==> src/alarm_clock_with_beep_pattern_assert.svh <==
// Assertion macros for the alarm clock with beep pattern.
`ifndef ALARM_CLOCK_WITH_BEEP_PATTERN_ASSERT_SVH
`define ALARM_CLOCK_WITH_BEEP_PATTERN_ASSERT_SVH

// The consequent must hold in the same cycle as the antecedent.
`define ACWB_ASSERT_SAME(label, ante, cons, msg) \
   label: assert property (@(posedge clock) disable iff (reset) (ante) |-> (cons)) \
      else $error(msg);

// The consequent must hold in the cycle after the antecedent.
`define ACWB_ASSERT_NEXT(label, ante, cons, msg) \
   label: assert property (@(posedge clock) disable iff (reset) (ante) |=> (cons)) \
      else $error(msg);

`endif

==> src/acwb_pkg.sv <==
// Package with the payload types, codes, constants and modulo helpers of the alarm clock.
`default_nettype none

package acwb_pkg;

   typedef enum logic [1:0] {
      CMD_TICK    = 2'd0,
      CMD_SET     = 2'd1,
      CMD_SILENCE = 2'd2
   } cmd_type;

   typedef enum logic [1:0] {
      REG_ALARM_HOUR     = 2'd0,
      REG_ALARM_MINUTE   = 2'd1,
      REG_ALARM_DURATION = 2'd2,
      REG_ALARM_ENABLE   = 2'd3
   } reg_index_type;

   localparam int CsrAddrWidth = 2;
   localparam int CsrDataWidth = 19;

   localparam logic [15:0] MS_LAST_OF_MINUTE = 16'd59999;
   localparam logic [5:0]  MINUTE_LAST       = 6'd59;
   localparam logic [4:0]  HOUR_LAST         = 5'd23;
   localparam logic [4:0]  HOUR_NOON         = 5'd12;
   localparam logic [3:0]  DISPLAY_TWELVE    = 4'd12;
   localparam logic [18:0] DURATION_MAX      = 19'd300000;
   localparam logic [18:0] DURATION_RESET    = 19'd60000;
   localparam logic [18:0] ELAPSED_MAX       = 19'd524287;
   localparam logic [9:0]  PHASE_LAST        = 10'd999;
   localparam logic [9:0]  PHASE_ON_LIMIT    = 10'd750;
   localparam logic [7:0]  SUBPHASE_LAST     = 8'd149;
   localparam logic [7:0]  SUBPHASE_ON_LIMIT = 8'd75;

   typedef struct packed {
      logic [1:0] cmd;
      logic [7:0] new_hour;
      logic [7:0] new_minute;
      logic       is_delta;
   } req_type;

   typedef struct packed {
      logic [4:0] hour;
      logic [5:0] minute;
      logic [3:0] display_hour;
      logic       is_pm;
      logic       minute_changed;
      logic       alarm_ringing;
      logic       buzzer_on;
   } rsp_type;

   // Reduces a value below 384 modulo 24 by conditional subtraction.
   function automatic logic [4:0] mod_24(input logic [8:0] value);
      logic [8:0] rem;
      rem = value;
      if (rem >= 9'd192) rem = rem - 9'd192;
      if (rem >= 9'd96)  rem = rem - 9'd96;
      if (rem >= 9'd48)  rem = rem - 9'd48;
      if (rem >= 9'd24)  rem = rem - 9'd24;
      return rem[4:0];
   endfunction

   // Reduces a value below 480 modulo 60 by conditional subtraction.
   function automatic logic [5:0] mod_60(input logic [8:0] value);
      logic [8:0] rem;
      rem = value;
      if (rem >= 9'd240) rem = rem - 9'd240;
      if (rem >= 9'd120) rem = rem - 9'd120;
      if (rem >= 9'd60)  rem = rem - 9'd60;
      return rem[5:0];
   endfunction

endpackage

`default_nettype wire

==> src/alarm_clock_with_beep_pattern.sv <==
// Top level of the hour and minute clock with alarm and beep pattern.
//
//   Channel   Ports                          Role
//   request   req_valid req_ready req_data   command in (tick, set time, silence)
//   response  rsp_valid rsp_ready rsp_data   time and alarm status after each command
//   csr       csr_we csr_addr csr_wdata      alarm hour, minute, duration and enable
//
// One command is taken in every cycle unless the response side stalls; its result is
// registered and shows in the cycle after the transfer. The clock state and the result
// register update in a single pass. Reset is synchronous; no clearing pass follows it.
// A waiting result stalls the request side only while rsp_ready is low.
`default_nettype none

`include "alarm_clock_with_beep_pattern_assert.svh"

module alarm_clock_with_beep_pattern (
   input  wire logic                                clock,
   input  wire logic                                reset,
   input  wire logic                                req_valid,
   output logic                                     req_ready,
   input  wire acwb_pkg::req_type                   req_data,
   output logic                                     rsp_valid,
   input  wire logic                                rsp_ready,
   output acwb_pkg::rsp_type                        rsp_data,
   input  wire logic                                csr_we,
   input  wire logic [acwb_pkg::CsrAddrWidth-1:0]   csr_addr,
   input  wire logic [acwb_pkg::CsrDataWidth-1:0]   csr_wdata
);

   logic [4:0]  alarm_hour_ff;
   logic [5:0]  alarm_minute_ff;
   logic [18:0] alarm_duration_ff;
   logic        alarm_enable_ff;

   logic [4:0]  hours_ff,    hours_in;
   logic [5:0]  minutes_ff,  minutes_in;
   logic [15:0] ms_ff,       ms_in;
   logic        ringing_ff,  ringing_in;
   logic [18:0] elapsed_ff,  elapsed_in;
   logic [9:0]  phase_ff,    phase_in;
   logic [7:0]  subphase_ff, subphase_in;

   logic              rsp_valid_ff;
   acwb_pkg::rsp_type rsp_data_ff, rsp_in;

   logic        req_accept;
   logic        changed;
   logic        try_start;
   logic [4:0]  hour_half;

   assign req_ready  = !rsp_valid_ff || rsp_ready;
   assign req_accept = req_valid && req_ready;
   assign rsp_valid  = rsp_valid_ff;
   assign rsp_data   = rsp_data_ff;

   always_comb begin
      hours_in    = hours_ff;
      minutes_in  = minutes_ff;
      ms_in       = ms_ff;
      ringing_in  = ringing_ff;
      elapsed_in  = elapsed_ff;
      phase_in    = phase_ff;
      subphase_in = subphase_ff;
      changed     = 1'b0;
      try_start   = 1'b0;
      case (req_data.cmd)
         acwb_pkg::CMD_TICK: begin
            if (ringing_ff) begin
               if (elapsed_ff != acwb_pkg::ELAPSED_MAX) begin
                  elapsed_in = elapsed_ff + 19'd1;
               end
               if (phase_ff >= acwb_pkg::PHASE_LAST) begin
                  phase_in    = 10'd0;
                  subphase_in = 8'd0;
               end else begin
                  phase_in = phase_ff + 10'd1;
                  if (subphase_ff >= acwb_pkg::SUBPHASE_LAST) begin
                     subphase_in = 8'd0;
                  end else begin
                     subphase_in = subphase_ff + 8'd1;
                  end
               end
            end
            if (ms_ff >= acwb_pkg::MS_LAST_OF_MINUTE) begin
               ms_in     = 16'd0;
               changed   = 1'b1;
               try_start = 1'b1;
               if (minutes_ff >= acwb_pkg::MINUTE_LAST) begin
                  minutes_in = 6'd0;
                  hours_in   = (hours_ff >= acwb_pkg::HOUR_LAST) ? 5'd0 : hours_ff + 5'd1;
               end else begin
                  minutes_in = minutes_ff + 6'd1;
               end
            end else begin
               ms_in = ms_ff + 16'd1;
            end
         end
         acwb_pkg::CMD_SET: begin
            if (req_data.is_delta) begin
               hours_in   = acwb_pkg::mod_24({4'd0, hours_ff} + {1'b0, req_data.new_hour});
               minutes_in = acwb_pkg::mod_60({3'd0, minutes_ff} + {1'b0, req_data.new_minute});
            end else begin
               hours_in   = acwb_pkg::mod_24({1'b0, req_data.new_hour});
               minutes_in = acwb_pkg::mod_60({1'b0, req_data.new_minute});
            end
            ms_in     = 16'd0;
            try_start = 1'b1;
         end
         acwb_pkg::CMD_SILENCE: begin
            ringing_in  = 1'b0;
            elapsed_in  = 19'd0;
            phase_in    = 10'd0;
            subphase_in = 8'd0;
         end
         default: begin
         end
      endcase
      if (try_start && alarm_enable_ff && !ringing_in && hours_in == alarm_hour_ff &&
          minutes_in == alarm_minute_ff) begin
         ringing_in  = 1'b1;
         elapsed_in  = 19'd0;
         phase_in    = 10'd0;
         subphase_in = 8'd0;
      end
      if (req_data.cmd == acwb_pkg::CMD_TICK && ringing_in &&
          elapsed_in > alarm_duration_ff) begin
         ringing_in  = 1'b0;
         elapsed_in  = 19'd0;
         phase_in    = 10'd0;
         subphase_in = 8'd0;
      end
   end

   always_comb begin
      hour_half             = (hours_in >= acwb_pkg::HOUR_NOON) ?
                              hours_in - acwb_pkg::HOUR_NOON : hours_in;
      rsp_in.hour           = hours_in;
      rsp_in.minute         = minutes_in;
      rsp_in.display_hour   = (hour_half == 5'd0) ? acwb_pkg::DISPLAY_TWELVE : hour_half[3:0];
      rsp_in.is_pm          = hours_in >= acwb_pkg::HOUR_NOON;
      rsp_in.minute_changed = changed;
      rsp_in.alarm_ringing  = ringing_in;
      rsp_in.buzzer_on      = ringing_in && phase_in <= acwb_pkg::PHASE_ON_LIMIT &&
                              subphase_in <= acwb_pkg::SUBPHASE_ON_LIMIT;
   end

   always_ff @(posedge clock) begin
      if (reset) begin
         alarm_hour_ff     <= 5'd0;
         alarm_minute_ff   <= 6'd0;
         alarm_duration_ff <= acwb_pkg::DURATION_RESET;
         alarm_enable_ff   <= 1'b0;
         hours_ff          <= 5'd0;
         minutes_ff        <= 6'd0;
         ms_ff             <= 16'd0;
         ringing_ff        <= 1'b0;
         elapsed_ff        <= 19'd0;
         phase_ff          <= 10'd0;
         subphase_ff       <= 8'd0;
         rsp_valid_ff      <= 1'b0;
      end else begin
         if (req_accept) begin
            hours_ff     <= hours_in;
            minutes_ff   <= minutes_in;
            ms_ff        <= ms_in;
            rsp_valid_ff <= 1'b1;
         end else if (rsp_ready) begin
            rsp_valid_ff <= 1'b0;
         end
         if (csr_we && (csr_addr != acwb_pkg::REG_ALARM_ENABLE || !csr_wdata[0])) begin
            ringing_ff  <= 1'b0;
            elapsed_ff  <= 19'd0;
            phase_ff    <= 10'd0;
            subphase_ff <= 8'd0;
         end else if (req_accept) begin
            ringing_ff  <= ringing_in;
            elapsed_ff  <= elapsed_in;
            phase_ff    <= phase_in;
            subphase_ff <= subphase_in;
         end
         if (csr_we) begin
            case (csr_addr)
               acwb_pkg::REG_ALARM_HOUR: begin
                  alarm_hour_ff <= csr_wdata[4:0];
               end
               acwb_pkg::REG_ALARM_MINUTE: begin
                  alarm_minute_ff <= csr_wdata[5:0];
               end
               acwb_pkg::REG_ALARM_DURATION: begin
                  alarm_duration_ff <= (csr_wdata > acwb_pkg::DURATION_MAX) ?
                                       acwb_pkg::DURATION_MAX : csr_wdata;
               end
               acwb_pkg::REG_ALARM_ENABLE: begin
                  alarm_enable_ff <= csr_wdata[0];
               end
               default: begin
               end
            endcase
         end
      end
   end

   always_ff @(posedge clock) begin
      if (req_accept) begin
         rsp_data_ff <= rsp_in;
      end
   end

   `ACWB_ASSERT_SAME(a_idle_counters_zero, !ringing_ff,
      elapsed_ff == 19'd0 && phase_ff == 10'd0 && subphase_ff == 8'd0,
      "ring counters are not zero while the alarm is idle")
   `ACWB_ASSERT_SAME(a_ms_in_range, 1'b1, ms_ff <= acwb_pkg::MS_LAST_OF_MINUTE,
      "millisecond counter left its range")
   `ACWB_ASSERT_SAME(a_minute_change_restarts_ms, rsp_valid_ff && rsp_data_ff.minute_changed,
      ms_ff == 16'd0, "minute change reported without the millisecond counter restarting")
   `ACWB_ASSERT_NEXT(a_csr_stops_ring,
      csr_we && (csr_addr != acwb_pkg::REG_ALARM_ENABLE || !csr_wdata[0]),
      !ringing_ff, "alarm still ringing after a register write that stops it")
   `ACWB_ASSERT_NEXT(a_drain_empties, rsp_valid_ff && rsp_ready && !req_accept,
      !rsp_valid_ff, "result register still full after its transfer")

endmodule

`default_nettype wire

==> config.mk <==
export PLATFORM = sky130hd
export DESIGN_NAME = alarm_clock_with_beep_pattern
export DESIGN_NICKNAME = d
export VERILOG_FILES = /design/src/acwb_pkg.sv /design/src/alarm_clock_with_beep_pattern.sv
export VERILOG_INCLUDE_DIRS = /design/src /design/src/src
export SDC_FILE = /design/constraint.sdc
export NUM_CORES = 1
export LEC_CHECK = 0
export ABC_AREA = 1
export BUFFER_PORTS_ARGS = -buffer_cell sky130_fd_sc_hd__buf_4
export CELL_PAD_IN_SITES_DETAIL_PLACEMENT = 0
export CELL_PAD_IN_SITES_GLOBAL_PLACEMENT = 1
export CORE_UTILIZATION = 45
export CTS_CLUSTER_DIAMETER = 200
export CTS_CLUSTER_SIZE = 30
export DETAILED_ROUTE_END_ITERATION = 10
export PLACE_DENSITY_LB_ADDON = 0.1
export SYNTH_ARGS = -nofsm -noshare
export SYNTH_HDL_FRONTEND = slang
export SYNTH_SLANG_ARGS = --single-unit
==> constraint.sdc <==
create_clock -name clock -period 21.7 [get_ports clock]
set_clock_uncertainty 0.15 [all_clocks]
set_input_delay 2.17 -clock clock [delete_from_list [all_inputs] [get_ports clock]]
set_output_delay 2.17 -clock clock [all_outputs]
set_load 0.02 [all_outputs]
Word level (Yosys, flattened, before mapping)
Cells that the tools add are included.
{ "op_classes": {"eq_ne": 9, "n_addsub": 23, "n_lt_le_gt_ge": 24, "n_reduce_logical": 26, "n_mux": 70} }
{ "op_table": {"columns": ["op", "n"], "rows": [
  ["two-way mux 9 bit", 30],
  ["two-way mux 19 bit", 5],
  ["two-way mux 10 bit", 4],
  ["two-way mux 8 bit", 5],
  ["case mux 19 bit (2 select lines)", 1],
  ["greater-or-equal comparator 9 x 6 -> 1 bit (second input constant)", 4],
  ["greater-or-equal comparator 9 x 7 -> 1 bit (second input constant)", 4],
  ["subtractor 9 x 7 -> 9 bit (second input constant)", 4],
  ["two-way mux 5 bit", 7],
  ["case mux 16 bit (2 select lines)", 1],
  ["two-way mux 6 bit", 5],
  ["greater-or-equal comparator 8 bit (second input constant)", 3],
  ["case mux 10 bit (2 select lines)", 1],
  ["adder 19 x 1 -> 19 bit (second input constant)", 1],
  ["greater-than comparator 19 bit", 1],
  ["greater-than comparator 19 bit (second input constant)", 1],
  ["inequality test 19 bit (second input constant)", 1],
  ["greater-or-equal comparator 9 x 5 -> 1 bit (second input constant)", 2],
  ["greater-or-equal comparator 9 x 8 -> 1 bit (second input constant)", 2],
  ["subtractor 8 x 8 -> 9 bit (second input constant)", 2],
  ["subtractor 9 x 6 -> 9 bit (second input constant)", 2],
  ["subtractor 9 x 8 -> 9 bit (second input constant)", 2],
  ["adder 16 x 1 -> 16 bit (second input constant)", 1],
  ["greater-or-equal comparator 16 bit (second input constant)", 1],
  ["other kinds (34)", 62]
]} }
{ "totals": {"in_bits": 45, "output_inout_bits": 21, "regBits": 116} }

Logic depth before layout (Yosys ltp)
{ "depth": {"depth_word": 27, "ltp_mapped": 61} }

Worst setup path after synthesis
Ideal clock, no wire load.
{ "synth_path": {"path_type": "input to register", "start": "in req_data[1] (netlist bit)", "end": "reg rsp_data_ff, in the netlist rsp_data[0] (data pin)", "t_required_ns": 21.295, "n_path_buf": 2, "slack_ns": 13.139, "arrival_time_ns": 8.156, "path_stages": 51, "cell_sequence": "ha_1 > fa_1 > nand3_1 > nand3_1 > or2_1 > nand2_1 > nor2_4 > nand3_4 > nand3_1 > nand2_1 > inv_1 > ha_1 > a21oi_4 > nand2_4 > nand2_1 > nand2_1 > inv_1 > ha_1 > (+15 left out) > ha_1 > a21oi_1 > o21bai_1 > a221oi_1 > o21ai_0 > a41oi_1 > o221ai_1 > o41ai_1 > inv_1 > nand2_1 > inv_1 > nand2_1 > nand2_2 > buf_6 > a21oi_1 > nand2_1 > nand2_1 > a21oi_1"} }
{ "synth_rtl": {"columns": ["element", "line", "rtl"], "rows": [
  ["start, declared", "alarm_clock_with_beep_pattern.sv:21", "input wire acwb_pkg::req_type req_data,"],
  ["end signal, assigned", "alarm_clock_with_beep_pattern.sv:205", "rsp_data_ff <= rsp_in;"],
  ["end, declared", "alarm_clock_with_beep_pattern.sv:44", "acwb_pkg::rsp_type rsp_data_ff, rsp_in;"]
]} }

Final worst setup path
{ "layout_path": {"start": "in req_data[1] (netlist bit)", "end": "reg elapsed_ff[0]"} }
{ "layout_via": {"elab_chain_cells": 19, "elab_cells_between_ends": 37, "cone_classes": "7 x add/sub; 7 x order compare; 1 x eq/ne; 19 x mux; 3 x reduce/logical"} }
{ "layout_lines": {"columns": ["element", "line", "rtl"], "rows": [
  ["adder 6 x 8 -> 9 bit", "alarm_clock_with_beep_pattern.sv:101", "minutes_in = acwb_pkg::mod_60({3'd0, minutes_ff} + {1'b0, req_data.new_minute});"],
  ["subtractor 9 x 8 -> 9 bit / greater-or-equal comparator 9 x 8 -> 1 bit (equally long branches)", "acwb_pkg.sv:67", "if (rem >= 9'd240) rem = rem - 9'd240;"],
  ["two-way mux 9 bit", "acwb_pkg.sv:67", null],
  ["two-way mux 9 bit", "alarm_clock_with_beep_pattern.sv:99", "if (req_data.is_delta) begin"],
  ["two-way mux 9 bit", "alarm_clock_with_beep_pattern.sv:66", "case (req_data.cmd)"],
  ["subtractor 9 x 7 -> 9 bit / greater-or-equal comparator 9 x 7 -> 1 bit (equally long branches)", "acwb_pkg.sv:68", "if (rem >= 9'd120) rem = rem - 9'd120;"],
  ["two-way mux 9 bit", "acwb_pkg.sv:68", null],
  ["two-way mux 9 bit", "alarm_clock_with_beep_pattern.sv:99", null],
  ["(+3 left out)", null, null],
  ["two-way mux 6 bit *", "alarm_clock_with_beep_pattern.sv:99", null],
  ["case mux 6 bit (2 select lines) *", "alarm_clock_with_beep_pattern.sv:66", null],
  ["equality test 6 bit *", "alarm_clock_with_beep_pattern.sv:119", "minutes_in == alarm_minute_ff) begin"],
  ["logical AND 1 bit *", "alarm_clock_with_beep_pattern.sv:118", "if (try_start && alarm_enable_ff && !ringing_in && hours_in == alarm_hour_ff &&"],
  ["two-way mux 19 bit / two-way mux 1 bit (equally long branches)", "alarm_clock_with_beep_pattern.sv:118", null],
  ["greater-than comparator 19 bit / logical AND 1 bit (equally long branches)", "alarm_clock_with_beep_pattern.sv:126, alarm_clock_with_beep_pattern.sv:125", null],
  ["logical AND 1 bit", "alarm_clock_with_beep_pattern.sv:125", "if (req_data.cmd == acwb_pkg::CMD_TICK && ringing_in &&"],
  ["two-way mux 19 bit *", "alarm_clock_with_beep_pattern.sv:125", null],
  ["end signal, assigned", "alarm_clock_with_beep_pattern.sv:177", "elapsed_ff <= elapsed_in;"],
  ["end, declared", "alarm_clock_with_beep_pattern.sv:39", "logic [18:0] elapsed_ff, elapsed_in;"]
]} }
Mark *: on every way between the ends. The rest lies on a longest branch, timed or not. The select of a mux whose other input is x is not followed.
A chain may end at the register's enable or synchronous reset.

==> impl_metrics.tcl <==
set metrics [dict create \
    outcome "completed" \
    dr_total_vias 9472 \
    root_cell_of_the_clock_tree "clkbuf_16" \
    antennaDiodeCount 0 \
    pre_cts_setup_slack_ns 11.44 \
    chipWidth_um 146 \
    startpoint_type "input port" \
    routed_wirelength_mm 25.7 \
    htree_num_levels 4 \
    critical_path.slowest_cell "nor3_4" \
    p_leak_uw 0.00473 \
    worstMarginPinSlew_ns 1.12 \
    die_area_mm2 0.0212 \
    post_synth_main_area_contributors "dfxtp_1 (21%), nand2_1 (13%), inv_1 (9.1%)" \
    worstHoldPathType "reg -> reg" \
    global_route_wire_length_before_repair_mm 42.4 \
    detail-route-antenna-nets 0 \
    yosysTopAreaCellShare_pct 20.9 \
    ys_async_sr_fraction_pct 0 \
    ys_seq_area_share_pct 27.1 \
    synth-adder-area-share_pct 7.57 \
    total_negative_setup_slacks_ns 0 \
    yosys.area.top_type "dfxtp_1" \
    initial_utilization_pct 45.9 \
    endpoint_kind "flip-flop" \
    critPathMaxFanout 19 \
    drive_above_1_share_pct 9.56 \
    setup_repair_after_global_routing_missed_its_margin "no" \
    dr.pass1.iters 5 \
    grt_start_max_net_pins 61 \
    detail_route.wl_per_cell_um 14.3 \
    hpwlAfterDp_mm 19.2 \
    number_of_instances_in_the_placed_design 1765 \
    dr.first_iter.drc_count 473 \
    count_leader_synth "nand2_1" \
    worst_path_required_ns 21.88 \
    max_slew_margin_pct 25.1 \
    ys_dominant_reg_cell "dfxtp_1" \
    hold_viol_final 0 \
    portBuffers 65 \
    cts_hold_repair.buffers 0 \
    synth-edff-count 19 \
    setup_slack_ns 11.82 \
    grt_overflow_total 0 \
    yosys.cell_types.count 57 \
    synthesis.area_per_instance_um2 6.36 \
    groute.usage.overall_pct 24.8 \
    row_count 52 \
    power-per-cell-area_mw_per_mm2 65.7 \
    clockBufferDepth 2 \
    clock_latency_on_the_worst_skew_pair_ns 0.43 \
    vdd.ir_drop.worst_mv 0.0585 \
    number_of_top_level_pins 66 \
    utilization_pct 52.4 \
    critPathMaxStageDelay_ns 0.65 \
    timing_max_transition_violations_final 0 \
    worst-endpoint-arrival_ns 10.07 \
    final_nets 1614 \
    synth_xor_area_share_pct 2.26 \
    gp_congestion 0.874 \
    layoutNonFillerInstCount 1797 \
    clock.fmax_ghz 0.101 \
    total_clock_buffers_created_by_cts 17 \
    final_min_period_over_clock_period_pct 45.5 \
    timing.max_cap.violations 0 \
    synth_warnings 0 \
    setup.worst_path.class "in -> reg" \
    antenna_violations_before_repair 0 \
    area.growth.synth_to_final_pct 14.1 \
    simple_gate_portion_of_the_synthesized_area_pct 35.0 \
    synth_seq_cells 116 \
    syn_inst 1461 \
    clk_pin_slew_worst_paths_ns 0.05 \
    synth.cells.most_frequent "nand2_1 (328), inv_1 (226), nor2_1 (142)" \
    syn-num-nets 1561 \
    fp.coreArea_mm2 0.0202 \
    via_count_of_the_first_global_routing_pass 8758 \
    syn-cell-area_mm2 0.00929 \
    critical_path.most_common_cell "nand2_1" \
    drcViolationCount 0 \
    period_minus_slack_ns 9.88 \
    detail_route.vias_per_cell 5.27 \
    die_h_um 146 \
    dominant_combinational_cell_family_by_area_after_synthesis "simple AND/OR/NAND/NOR gates" \
    timing.final.setup_violations 0 \
    cts-resized-gates 0 \
    number_of_clock_sinks 116 \
    synthMuxAreaShare_pct 0 \
    synth_compound_area_share_pct 17.2 \
    tritoncts_clock_tree "yes" \
    cts_setup_buffers 0 \
]
final timing paths:
kind,slack [ns],start,cells past startpoint,endpoint
setup / recovery,11.82,req_data[1],51,elapsed_ff[0]
hold / removal,0.32,alarm_duration_ff[18],2,alarm_duration_ff[18]
setup reg to reg,13.28,minutes_ff[0],50,elapsed_ff[0]
hold reg to reg,0.32,alarm_duration_ff[18],2,alarm_duration_ff[18]
through the flow:
stage | cell area, um^2 | hold slack [ns] | total power, uW
5_1_grt | 10600 | 0.342 | 738
4_1_cts | 10600 | 0.319 | 700
6_report | 10600 | 0.317 | 696
3_3_place_gp | 10000 | 0.302 | 419
2_1_floorplan | 9290 | 0.285 | 371
3_5_place_dp | 10000 | 0.310 | 419
state kept, by name, summed over array words and instances, names as in the netlist:
register,cells
alarm_enable_ff,1
rsp_data,19
subphase_ff,8
rsp_valid,1
ms_ff,16
ringing_ff,1
alarm_duration_ff,19
elapsed_ff,19
minutes_ff,6
hours_ff,5
alarm_hour_ff,5
phase_ff,10
alarm_minute_ff,6
per-layer routing:
layer  routed length (um)  part of all wire, %  global-route usage, %  up-vias
li1                     -                    -                      -     4993
met1                12100                   47                   31.3     4272
met2                12300                   48                   43.2      176
met3                  813                  3.2                   3.76       31
met4                  435                  1.7                   7.68        0
met5                    0                    0                      0        -
critical path, delay by kind of cell:
family | cells | cell delay (ns)
AO/OA/AOI/OAI | 12 | 1.79
AND/OR/NAND/NOR | 29 | 4.33
buffers and inverters | 5 | 0.39
adder cells (fa/ha/maj) | 5 | 1.39
power breakdown:
part           switching [uW]  total [uW]  internal (uW)
Sequential               6.16         236            229
Clock                     102         280            178
Combinational             118         180           62.3
cell type report:
cell class | count | area [um^2]
Sequential cell | 116 | 2510
Timing Repair Buffer | 70 | 526
Clock buffer | 20 | 468
Inverter | 230 | 863
Fill cell | 2088 | 9640
Clock inverter | 12 | 129
Tap cell | 270 | 338
Multi-Input combinational cell | 1079 | 5760
layout by cell type, fill, tap and decap left out, types with 7 or more instances in the layout:
master,n
nand2_1,327
nand2_2,18
nor4_1,11
o211ai_1,8
a211oi_1,14
xnor2_1,7
xor2_1,17
clkbuf_16,18
inv_1,225
dfxtp_1,97
nor3_1,32
nand3b_1,8
buf_4,70
a21oi_1,119
nand4_1,49
nor2_1,142
nand3_1,101
o21ai_0,83
edfxtp_1,19
ha_1,53
o21a_1,8
logic make-up after synthesis:
group,Yosys count
buffers and inverters,266
AO/OA/AOI/OAI,279
adder cells (fa/ha/maj),55
XOR/XNOR,24
flip-flops,116
AND/OR/NAND/NOR,721
Power figures use the tool's default switching activity.
